==> src/rtl/core/sorted_term_list_defines.svh <==
// Assertion helpers for the sorted term list. They sample on i_clk and are
// disabled while i_rst_n is low.
`ifndef SORTED_TERM_LIST_DEFINES_SVH
`define SORTED_TERM_LIST_DEFINES_SVH

// same-cycle implication
`define STL_ASSERT_NOW(label, ante, cons, msg) \
    label: assert property (@(posedge i_clk) disable iff (!i_rst_n) \
        (ante) |-> (cons)) else $error(msg);

// next-cycle implication
`define STL_ASSERT_NEXT(label, ante, cons, msg) \
    label: assert property (@(posedge i_clk) disable iff (!i_rst_n) \
        (ante) |=> (cons)) else $error(msg);

`endif

==> src/rtl/core/stl_pkg.sv <==
package stl_pkg;

    typedef enum logic [1:0] {
        OP_INSERT = 2'd0,
        OP_REMOVE = 2'd1,
        OP_READ   = 2'd2,
        OP_CLEAR  = 2'd3
    } t_op;

    typedef struct packed {
        t_op                op;
        logic signed [15:0] coefficient;
        logic signed [15:0] exponent;
        logic        [7:0]  variable;
        logic        [7:0]  position;
    } t_in_word;

    typedef struct packed {
        logic               ok;
        logic signed [15:0] term_coefficient;
        logic signed [15:0] term_exponent;
        logic        [7:0]  term_variable;
        logic        [4:0]  entries;
    } t_out_word;

    // one table entry
    typedef struct packed {
        logic signed [15:0] coefficient;
        logic signed [15:0] exponent;
        logic        [7:0]  variable;
    } t_term;

    typedef enum logic [3:0] {
        ST_IDLE,
        ST_DISPATCH,
        ST_INS_RD,
        ST_INS_CHK,
        ST_INS_PUT,
        ST_REM_RD,
        ST_REM_CHK,
        ST_SHF_RD,
        ST_SHF_WR,
        ST_RD_WAIT,
        ST_FIN
    } t_state;

    // read address select
    typedef enum logic [1:0] {
        RD_IDX_M1,
        RD_IDX,
        RD_IDX_P1,
        RD_POS
    } t_rd_sel;

    typedef struct packed {
        logic    load_item;
        logic    idx_zero_ld;
        logic    idx_inc;
        logic    idx_dec;
        logic    rd_en;
        t_rd_sel rd_sel;
        logic    wr_shift;
        logic    wr_item;
        logic    count_inc;
        logic    count_dec;
        logic    count_clr;
        logic    ok_set;
        logic    term_set;
        logic    res_load;
    } t_cmd;

    typedef struct packed {
        t_op  op;
        logic full;
        logic idx_zero;
        logic idx_at_count;
        logic idx_last;
        logic rd_ge;
        logic rd_eq;
        logic pos_ok;
        logic out_free;
    } t_status;

endpackage

==> src/rtl/core/stl_ctrl.sv <==
module stl_ctrl (
    input  logic            i_clk,
    input  logic            i_rst_n,
    input  logic            i_valid,
    output logic            o_ready,
    input  stl_pkg::t_status i_status,
    output stl_pkg::t_cmd   o_cmd
);
    import stl_pkg::*;

    t_state r_state, n_state;

    always_ff @(posedge i_clk) begin
        if (!i_rst_n) begin
            r_state <= ST_IDLE;
        end else begin
            r_state <= n_state;
        end
    end

    always_comb begin
        n_state = r_state;
        o_cmd   = '0;
        o_ready = (r_state == ST_IDLE);
        case (r_state)
            ST_IDLE: begin
                if (i_valid) begin
                    o_cmd.load_item = 1'b1;
                    n_state         = ST_DISPATCH;
                end
            end
            ST_DISPATCH: begin
                case (i_status.op)
                    OP_INSERT: begin
                        n_state = i_status.full ? ST_FIN : ST_INS_RD;
                    end
                    OP_REMOVE: begin
                        o_cmd.idx_zero_ld = 1'b1;
                        n_state           = ST_REM_RD;
                    end
                    OP_READ: begin
                        if (i_status.pos_ok) begin
                            o_cmd.rd_en  = 1'b1;
                            o_cmd.rd_sel = RD_POS;
                            n_state      = ST_RD_WAIT;
                        end else begin
                            n_state = ST_FIN;
                        end
                    end
                    default: begin
                        o_cmd.count_clr = 1'b1;
                        o_cmd.ok_set    = 1'b1;
                        n_state         = ST_FIN;
                    end
                endcase
            end
            // walk down from the top, moving larger-or-equal keys up one slot
            ST_INS_RD: begin
                if (i_status.idx_zero) begin
                    n_state = ST_INS_PUT;
                end else begin
                    o_cmd.rd_en  = 1'b1;
                    o_cmd.rd_sel = RD_IDX_M1;
                    n_state      = ST_INS_CHK;
                end
            end
            ST_INS_CHK: begin
                if (i_status.rd_ge) begin
                    o_cmd.wr_shift = 1'b1;
                    o_cmd.idx_dec  = 1'b1;
                    n_state        = ST_INS_RD;
                end else begin
                    n_state = ST_INS_PUT;
                end
            end
            ST_INS_PUT: begin
                o_cmd.wr_item   = 1'b1;
                o_cmd.count_inc = 1'b1;
                o_cmd.ok_set    = 1'b1;
                n_state         = ST_FIN;
            end
            // search up from the bottom for the first key not below the target
            ST_REM_RD: begin
                if (i_status.idx_at_count) begin
                    n_state = ST_FIN;
                end else begin
                    o_cmd.rd_en  = 1'b1;
                    o_cmd.rd_sel = RD_IDX;
                    n_state      = ST_REM_CHK;
                end
            end
            ST_REM_CHK: begin
                if (!i_status.rd_ge) begin
                    o_cmd.idx_inc = 1'b1;
                    n_state       = ST_REM_RD;
                end else if (i_status.rd_eq) begin
                    n_state = ST_SHF_RD;
                end else begin
                    n_state = ST_FIN;
                end
            end
            // close the gap: entry idx+1 moves to idx
            ST_SHF_RD: begin
                if (i_status.idx_last) begin
                    o_cmd.count_dec = 1'b1;
                    o_cmd.ok_set    = 1'b1;
                    n_state         = ST_FIN;
                end else begin
                    o_cmd.rd_en  = 1'b1;
                    o_cmd.rd_sel = RD_IDX_P1;
                    n_state      = ST_SHF_WR;
                end
            end
            ST_SHF_WR: begin
                o_cmd.wr_shift = 1'b1;
                o_cmd.idx_inc  = 1'b1;
                n_state        = ST_SHF_RD;
            end
            ST_RD_WAIT: begin
                o_cmd.ok_set   = 1'b1;
                o_cmd.term_set = 1'b1;
                n_state        = ST_FIN;
            end
            ST_FIN: begin
                if (i_status.out_free) begin
                    o_cmd.res_load = 1'b1;
                    n_state        = ST_IDLE;
                end
            end
            default: begin
                n_state = ST_IDLE;
            end
        endcase
    end

endmodule

==> src/rtl/core/stl_dp.sv <==
module stl_dp #(
    parameter int CAPACITY = 16
) (
    input  logic              i_clk,
    input  logic              i_rst_n,
    input  stl_pkg::t_in_word i_word,
    output logic              o_valid,
    input  logic              i_ready,
    output stl_pkg::t_out_word o_word,
    input  stl_pkg::t_cmd     i_cmd,
    output stl_pkg::t_status  o_status
);
    import stl_pkg::*;

    localparam int AW = $clog2(CAPACITY);
    localparam int IW = $clog2(CAPACITY + 1);
    localparam int CW = (IW > 8) ? IW : 8;

    t_term     r_mem [CAPACITY];
    t_term     r_rd;
    t_in_word  r_item;
    logic [IW-1:0] r_idx;
    logic [IW-1:0] r_count;
    logic          r_ok;
    logic          r_term_sel;
    logic          r_out_valid;
    t_out_word     r_out;

    logic [AW-1:0] rd_addr;
    logic [AW-1:0] wr_addr;
    logic          wr_en;
    t_term         wr_data;
    t_term         item_term;
    t_out_word     n_out;

    assign item_term = '{coefficient: r_item.coefficient,
                         exponent:    r_item.exponent,
                         variable:    r_item.variable};

    always_comb begin
        case (i_cmd.rd_sel)
            RD_IDX_M1: rd_addr = AW'(r_idx - IW'(1));
            RD_IDX:    rd_addr = AW'(r_idx);
            RD_IDX_P1: rd_addr = AW'(r_idx + IW'(1));
            RD_POS:    rd_addr = AW'(r_item.position - 8'd1);
            default:   rd_addr = '0;
        endcase
    end

    assign wr_en   = i_cmd.wr_shift | i_cmd.wr_item;
    assign wr_addr = AW'(r_idx);
    assign wr_data = i_cmd.wr_item ? item_term : r_rd;

    // table memory: one write, one registered read per cycle
    always_ff @(posedge i_clk) begin
        if (wr_en) begin
            r_mem[wr_addr] <= wr_data;
        end
        if (i_cmd.rd_en) begin
            r_rd <= r_mem[rd_addr];
        end
    end

    always_ff @(posedge i_clk) begin
        if (i_cmd.load_item) begin
            r_item <= i_word;
        end
    end

    always_ff @(posedge i_clk) begin
        if (!i_rst_n) begin
            r_count <= '0;
        end else if (i_cmd.count_clr) begin
            r_count <= '0;
        end else if (i_cmd.count_inc) begin
            r_count <= r_count + IW'(1);
        end else if (i_cmd.count_dec) begin
            r_count <= r_count - IW'(1);
        end
    end

    // insert starts at the fill count, remove at zero
    always_ff @(posedge i_clk) begin
        if (!i_rst_n) begin
            r_idx <= '0;
        end else if (i_cmd.load_item) begin
            r_idx <= r_count;
        end else if (i_cmd.idx_zero_ld) begin
            r_idx <= '0;
        end else if (i_cmd.idx_inc) begin
            r_idx <= r_idx + IW'(1);
        end else if (i_cmd.idx_dec) begin
            r_idx <= r_idx - IW'(1);
        end
    end

    always_ff @(posedge i_clk) begin
        if (!i_rst_n) begin
            r_ok       <= 1'b0;
            r_term_sel <= 1'b0;
        end else if (i_cmd.load_item) begin
            r_ok       <= 1'b0;
            r_term_sel <= 1'b0;
        end else begin
            if (i_cmd.ok_set) begin
                r_ok <= 1'b1;
            end
            if (i_cmd.term_set) begin
                r_term_sel <= 1'b1;
            end
        end
    end

    always_comb begin
        n_out.ok               = r_ok;
        n_out.term_coefficient = r_term_sel ? r_rd.coefficient : 16'sd0;
        n_out.term_exponent    = r_term_sel ? r_rd.exponent : 16'sd0;
        n_out.term_variable    = r_term_sel ? r_rd.variable : 8'd0;
        n_out.entries          = 5'(r_count);
    end

    // output word register
    always_ff @(posedge i_clk) begin
        if (!i_rst_n) begin
            r_out_valid <= 1'b0;
        end else if (i_cmd.res_load) begin
            r_out_valid <= 1'b1;
        end else if (i_ready) begin
            r_out_valid <= 1'b0;
        end
    end

    always_ff @(posedge i_clk) begin
        if (i_cmd.res_load) begin
            r_out <= n_out;
        end
    end

    assign o_valid = r_out_valid;
    assign o_word  = r_out;

    always_comb begin
        o_status.op           = r_item.op;
        o_status.full         = (r_count == IW'(CAPACITY));
        o_status.idx_zero     = (r_idx == '0);
        o_status.idx_at_count = (r_idx == r_count);
        o_status.idx_last     = ((r_idx + IW'(1)) == r_count);
        o_status.rd_ge        = ($signed(r_rd.coefficient) >= $signed(r_item.coefficient));
        o_status.rd_eq        = (r_rd.coefficient == r_item.coefficient);
        o_status.pos_ok       = (r_item.position != 8'd0) &&
                                (CW'(r_item.position) <= CW'(r_count));
        o_status.out_free     = !r_out_valid || i_ready;
    end

endmodule

==> src/rtl/core/sorted_term_list.sv <==
// Sorted term list: a table of up to CAPACITY terms (coefficient, exponent,
// variable) kept in ascending order of signed coefficient, driven by one
// operation word at a time (insert, remove by coefficient, read at a 1-based
// position, clear) and answering each with one result word. Words are taken
// one at a time; the next one is accepted as soon as the previous one has been
// placed in the output register, even if that result is still waiting. The
// table lives in a memory with one write and one registered read per cycle. An
// insert moves each larger-or-equal entry up one slot from the top down and then
// writes the new term; a remove scans up from the bottom for the first key not
// below the target and, on a match, moves each entry above it down one slot.
// An insert into a full table, a failed read and a clear skip the table walk.
// entries reports the fill count after the operation, low five bits.
module sorted_term_list #(
    parameter int CAPACITY = 16
) (
    input  logic               i_clk,
    input  logic               i_rst_n,
    input  logic               i_valid,
    output logic               o_ready,
    input  stl_pkg::t_in_word  i_word,
    output logic               o_valid,
    input  logic               i_ready,
    output stl_pkg::t_out_word o_word
);
    import stl_pkg::*;

    t_cmd    cmd;
    t_status status;

    stl_ctrl u_ctrl (
        .i_clk    (i_clk),
        .i_rst_n  (i_rst_n),
        .i_valid  (i_valid),
        .o_ready  (o_ready),
        .i_status (status),
        .o_cmd    (cmd)
    );

    stl_dp #(
        .CAPACITY (CAPACITY)
    ) u_dp (
        .i_clk    (i_clk),
        .i_rst_n  (i_rst_n),
        .i_word   (i_word),
        .o_valid  (o_valid),
        .i_ready  (i_ready),
        .o_word   (o_word),
        .i_cmd    (cmd),
        .o_status (status)
    );

`include "sorted_term_list_defines.svh"

    // a failed operation never reports a term
    `STL_ASSERT_NOW(a_fail_no_term, o_valid && !o_word.ok, o_word.term_coefficient == 16'sd0 && o_word.term_exponent == 16'sd0 && o_word.term_variable == 8'd0, "failed word carries a term")

    // one word in flight: accepting closes the input until the work is done
    `STL_ASSERT_NEXT(a_one_in_flight, i_valid && o_ready, !o_ready, "input accepted twice in a row")

    // a new result is only loaded into a free output register
    `STL_ASSERT_NOW(a_no_overwrite, cmd.res_load, !o_valid || i_ready, "result overwrites a waiting word")

endmodule

==> config.mk <==
export PLATFORM = sky130hd
export DESIGN_NAME = sorted_term_list
export DESIGN_NICKNAME = d
export VERILOG_FILES = /design/src/rtl/core/stl_pkg.sv /design/src/rtl/core/stl_ctrl.sv /design/src/rtl/core/stl_dp.sv /design/src/rtl/core/sorted_term_list.sv
export VERILOG_INCLUDE_DIRS = /design/src /design/src/rtl/core
export SDC_FILE = /design/constraint.sdc
export NUM_CORES = 1
export LEC_CHECK = 0
export ABC_AREA = 1
export BUFFER_PORTS_ARGS = -buffer_cell sky130_fd_sc_hd__buf_2
export CAP_MARGIN = 25
export CORE_ASPECT_RATIO = 1.2
export CORE_MARGIN = 2
export CORE_UTILIZATION = 46
export DETAILED_ROUTE_END_ITERATION = 16
export PLACE_DENSITY = 0.59
export SYNTH_ARGS = -nofsm -noshare
export SYNTH_HDL_FRONTEND = slang
export SYNTH_SLANG_ARGS = --single-unit
==> constraint.sdc <==
create_clock -name i_clk -period 10.89 [get_ports i_clk]
set_input_delay 0.5445 -clock i_clk [delete_from_list [all_inputs] [get_ports i_clk]]
set_output_delay 0.5445 -clock i_clk [all_outputs]
set_load 0.005 [all_outputs]
* Yosys cells after proc, flatten, opt, wreduce, memory -nomap -nowiden
Memories as Yosys holds them, arrays and structs flattened. A register that Yosys moved wholly into a read port is not among the register bits.
Cells that the tools add are included.
** Cells by class
- Reduce and logical (&&, ||, !) cells :: 16
- Multiplexer cells :: 48
- $lt $le $gt $ge :: 2
- Bitwise logic cells :: 2
- Eq/ne operators :: 21
- $add $sub $neg :: 5
** Operators with widths (count)
- 40-bit 2-to-1 mux :: 1
- 4-bit one-hot mux with 10 select lines :: 1
- 5-bit 2-to-1 mux :: 6
- 4-bit 2-to-1 mux :: 6
- 3-bit 2-to-1 mux :: 7
- 1-bit 2-to-1 mux :: 17
- 16-bit equality test :: 1
- 4-bit by 3-bit equality test with 1-bit output, second input constant :: 4
- 16-bit greater-or-equal comparator :: 1
- 4-bit one-hot mux with 4 select lines :: 1
- 4-bit equality test, second input constant :: 3
- 3-bit one-hot mux with 4 select lines :: 1
- 4-bit one-hot mux with 3 select lines :: 1
- 5-bit by 1-bit adder with 5-bit output, second input constant :: 2
- 5-bit equality test :: 2
- 5-bit by 1-bit subtractor with 5-bit output, second input constant :: 2
- 4-bit by 2-bit equality test with 1-bit output, second input constant :: 2
- 8-bit by 5-bit <= comparator with 1-bit output :: 1
- 2-bit 2-to-1 mux :: 4
- 8-bit nonzero test :: 1
- 2-bit equality test, second input constant :: 3
- 2-bit OR reduction :: 3
- 5-bit equality test, second input constant :: 1
- 5-bit logical NOT :: 1
- other kinds (17) :: 22
** Storage, ports and cells
- Memory bits (writable) :: 640
- Register bits :: 113
- Memories kept :: 1
- Logic and storage cells :: 111
- Input port bits :: 54
** Memories
- u_dp.r_mem :: depth 16, width 40, read ports 1, clocked after Yosys merged registers in 1, wr ports 1, RTL line stl_dp.sv:19 : t_term r_mem [CAPACITY];

* Depth between registers and ports, before layout
- Word-level depth :: 7
- Depth in mapped cells :: 22
- Depth with buffers taken out :: 20

* By module
Synthesis repeated with hierarchy kept, for this count alone.
** Unflattened totals
- Cells, all modules :: 3131
- Area, all modules :: 34257.9 µm²
** By module, submodules not included
- stl_dp :: area an instance 33703.6 µm², times used 1, cells an instance 3021
- stl_ctrl :: area an instance 554.3 µm², times used 1, cells an instance 110

* Worst setup path before layout
OpenSTA, ideal clock, no wires.
- Path type :: register -> register
- Start point :: register u_ctrl.r_state[1]
- End point :: register u_dp.r_out (netlist bit u_dp.o_word[0]) (enable)
- Cell stages (with the launch flop) :: 5
- Setup time :: 0.507 ns
- Data required time :: 10.383 ns
- Arrival time :: 3.785 ns
- Slack :: 6.598 ns
- Path buffers :: 0
- Cells stage by stage :: dfxtp_1 > inv_1 > nor2_1 > inv_1 > nor3_1
** RTL lines
- start, declared :: RTL line stl_ctrl.sv:11 : t_state r_state, n_state;
- start signal, assigned :: RTL line stl_ctrl.sv:17 : r_state <= n_state;
- end signal, assigned :: RTL line stl_dp.sv:135 : r_out <= n_out;
- end, declared :: RTL line stl_dp.sv:27 : t_out_word r_out;

* Worst setup path in the final report
- Start point :: register u_dp.r_count[1]
- End point :: register, netlist name u_dp.r_rd[7]
** On the way
- Cells in the longest elaborated chain, start to end :: 7
- Elaborated cells between the ends (all ways) :: 14
- Those cells by class :: order compare: 1; eq/ne: 5; mux: 6; reduce/logical: 2
** Ends and longest elaborated chain
- start, declared :: RTL line stl_dp.sv:23 : logic [IW-1:0] r_count;
- start signal, assigned :: RTL line stl_dp.sv:76 : r_count <= r_count + IW'(1);
- start signal, assigned :: RTL line stl_dp.sv:78 : r_count <= r_count - IW'(1);
- 8-bit by 5-bit <= comparator with 1-bit output :: RTL line stl_dp.sv:151 : (CW'(r_item.position) <= CW'(r_count));
- 1-bit logical AND :: RTL line stl_dp.sv:150 : o_status.pos_ok = (r_item.position != 8'd0) &&
- 3-bit 2-to-1 mux :: RTL line stl_ctrl.sv:42 : if (i_status.pos_ok) begin
- 3-bit 2-to-1 mux :: RTL line stl_ctrl.sv:33 : case (i_status.op)
- 3-bit one-hot mux with 4 select lines * :: RTL line stl_ctrl.sv:25 : case (r_state)
- 2-bit equality test (tied with other cells) :: RTL line stl_dp.sv:41 : case (i_cmd.rd_sel)
- 4-bit one-hot mux with 4 select lines :: RTL line stl_dp.sv:41
Mark *: on every way between the ends. The rest lies on a longest branch, timed or not.
A chain may end at the register's enable or synchronous reset.

==> run metrics <==
vias per inst=5.24; count leader, synth=nand2_1; Yosys warnings=0; clk_skew=31.5 ps; fillers=7,096; cell count after synthesis=3,846; Mapped Nets=3,932; CP max stage delay=900 ps; critical path buffer and inverter count=4; CP max stage cell=buf_4; setup bufs post-CTS=0; hold buffer count at cts=0; Peak Freq=194 MHz; die height=314 um; required time of the critical path=11,270 ps; Peak VDD IR=0.227 mV; total grt overflow=0; synth top area cells=edfxtp_1 (63%), nand2_1 (14%), inv_1 (7.5%), nand4_1 (5.5%), nand3_1 (2.6%); RR Endpoint=u_dp.r_rd[7]$_DFFE_PP_; max-slew violation count=0; Routed Antenna Nets=0; core area=79,300 um2; MaxCap Viol Count=0; I/O Buffers=101; WL final=99,400 um; Setup CP Type=flop to flop; initial antenna violation count=1; Final HPWL DP=49,100 um; Final Util=0.519; cell repeated most along the worst path=nand2_1; Worst Hold End=u_dp.item_term[5]$_DFFE_PP_; status=completed; slew margin rel.=0.242; Reg2Reg Launch Point=u_dp.r_count[1]$_SDFFE_PP0P_; routed wire length per instance=20.0 um; crit-path cells=inv_1 > ha_1 > nand2_1 > nand2_1 > nand2_1 > nand2_1 > nand2_1 > nand2_1 > nand2_1 > nand3_2 > nand3_4 > buf_4 > buf_4 > buf_4 > nand4_1 > nand2_1 > nand2_1 > nand3_1 > nand2_1 > nand2_1 > nand2_1; total die area=82,500 um2; Starting Density=0.465; Routability Congestion=0.841; #FFs+latches synth=793; layout overhead on the synthesized area=11.7%; syn_area_per_cell=9.59 um2; top_reg_cell synth=edfxtp_1; # setup viols final=0; critical-path maximum fanout=89; sequential share of the synthesized area=0.641; # placed instances=4,823; Leak=18.8 nW; H-tree Lvls=3; FF+latch area=23,600 um2; area occupied by multi-input gates=9630 um2; Synth cell types=43; Startpoint Class=flop; Least-Margin Pin Slew=1130 ps; final setup TNS=0 ps; Critical Path Sink Type=flop; fraction of layout cells with a size suffix above 1=0.0839; Final nets=3,961; Post-synth EDFFs=776; r2r setup slk=5740 ps; vias in the first global route=24,700; part of the cycle the worst path needs=0.473; CTS tree=yes; Async S/R FF share, synth=0; crit path DAT=5530 ps; Clk Tree Root Cell=clkbuf_16; cts bufs inserted=83; Ports=102; CTS sink cnt=793; Final Hold Viols=0; vias=26,100; Min-Delay Startpoint=i_word[13]; Commonest cells post-synth=nand2_1 (1,369), edfxtp_1 (776), inv_1 (739); Final min period=5150 ps; drt drc=0; TritonRoute pass-1 iters=5; Yosys top cell by area=edfxtp_1; Hold Path Cell Cnt=1; Final Non-Filler Cells=4,979; CP top delay family=buffers and inverters; Power Density=267 nW/um2; global-route usage over all layers=0.241; Reg clk slew, reported paths=60 ps; first-pass GRT wire length=150,000 um; unrepaired setup endpoints after global routing=no; WHS=81.2 ps; Initial DRC Count=2,222; Clock Path Buffers=3; Reg2Reg Depth=21; maximum number of pins on one net before global-route repair=195; min-delay worst type=input port to flop; Core Rows=113; Yosys top cell area share=0.632; PostCTS Resize Cnt=0; die extent in x=262 um; n_diodes=0; Clk Latency, worst-skew pair=640 ps; synthesized area=36,900 um2
==> layout by cell type (no fill, tap or decap), drive strengths merged, types with 2 or more instances in the layout <==
cell / count
clkinvlp: 3
nand4: 327
nor2: 73
o22ai: 2
clkinv: 32
buf: 159
a41oi: 2
xnor2: 7
ha: 31
nor3: 8
edfxtp: 776
a211oi: 3
o21ai: 25
a21oi: 21
nand2: 1372
inv: 755
bufinv: 12
nand3: 195
xor2: 6
or2: 3
clkbuf: 104
dfxtp: 17
==> layer usage <==
| layer | global-route usage | vias up | wire [um] |
|---|---|---|---|
| li1 | - | 12500 | - |
| met1 | 0.325 | 12400 | 42600 |
| met2 | 0.405 | 993 | 46800 |
| met3 | 0.0312 | 195 | 6900 |
| met4 | 0.0856 | 2 | 3060 |
| met5 | 0 | - | 13 |
==> where the power goes <==
part	internal, mW	leakage (nW)	switching (mW)
clock network	1.74	1.36	1.19
registers	4.07	7.17	0.130
logic	1.02	10.2	2.85
total	6.82	18.8	4.17
==> registers in the layout, summed over array words and instances, names as in the netlist, 2 cells and up <==
name and count:
u_ctrl.r_state 4, u_dp.item_term 40, u_dp.o_status 2, u_dp.o_word 46, u_dp.r_count 5, u_dp.r_idx 5, u_dp.r_item 8, u_dp.r_mem 640
u_dp.r_rd 40
==> metrics by stage <==
| step | power [mW] | setup slack [ps] | instance area [um2] |
|---|---|---|---|
| 2_1_floorplan | 6.85 | 6600 | 36900 |
| 3_3_place_gp | 8.05 | 5820 | 38400 |
| 3_5_place_dp | 8.09 | 5730 | 38400 |
| 4_1_cts | 11.0 | 5750 | 41200 |
| 5_1_grt | 11.6 | 5220 | 41200 |
| 6_report | 11.0 | 5740 | 41200 |
==> worst max-delay path by stage <==
stage | endpoint | start | cells after the start
floorplan | u_dp.o_word[0]$_DFFE_PP_ | u_ctrl.r_state[1]$_SDFFE_PN0P_ | 4
global placement | u_dp.r_rd[4]$_DFFE_PP_ | u_dp.r_count[1]$_SDFFE_PP0P_ | 21
detailed placement | u_dp.r_rd[7]$_DFFE_PP_ | u_dp.r_count[1]$_SDFFE_PP0P_ | 21
CTS | u_dp.r_rd[7]$_DFFE_PP_ | u_dp.r_count[1]$_SDFFE_PP0P_ | 21
global route | u_dp.r_rd[12]$_DFFE_PP_ | u_dp.r_count[1]$_SDFFE_PP0P_ | 21
finish | u_dp.r_rd[7]$_DFFE_PP_ | u_dp.r_count[1]$_SDFFE_PP0P_ | 21
==> cell families (layout without fill, tap and decap cells) <==
group / count (synthesis) / after routing / synth area share
AO/OA/AOI/OAI: 61 / 61 / 0.00963
XOR/XNOR: 13 / 13 / 0.00309
adder cells (fa/ha/maj): 32 / 32 / 0.0111
buffers and inverters: 967 / 1065 / 0.103
flip-flops: 793 / 793 / 0.641
AND/OR/NAND/NOR: 1980 / 1980 / 0.233
==> final cells by class <==
cell class / count / share of cell area
sequential: 793 / 0.574
timing repair buffer: 159 / 0.0242
tap: 1035 / 0.0314
multi-input combinational: 2086 / 0.234
clock inverter: 50 / 0.0140
clock buffer: 104 / 0.0539
inverter: 752 / 0.0686
Power figures use the tool's default switching activity.
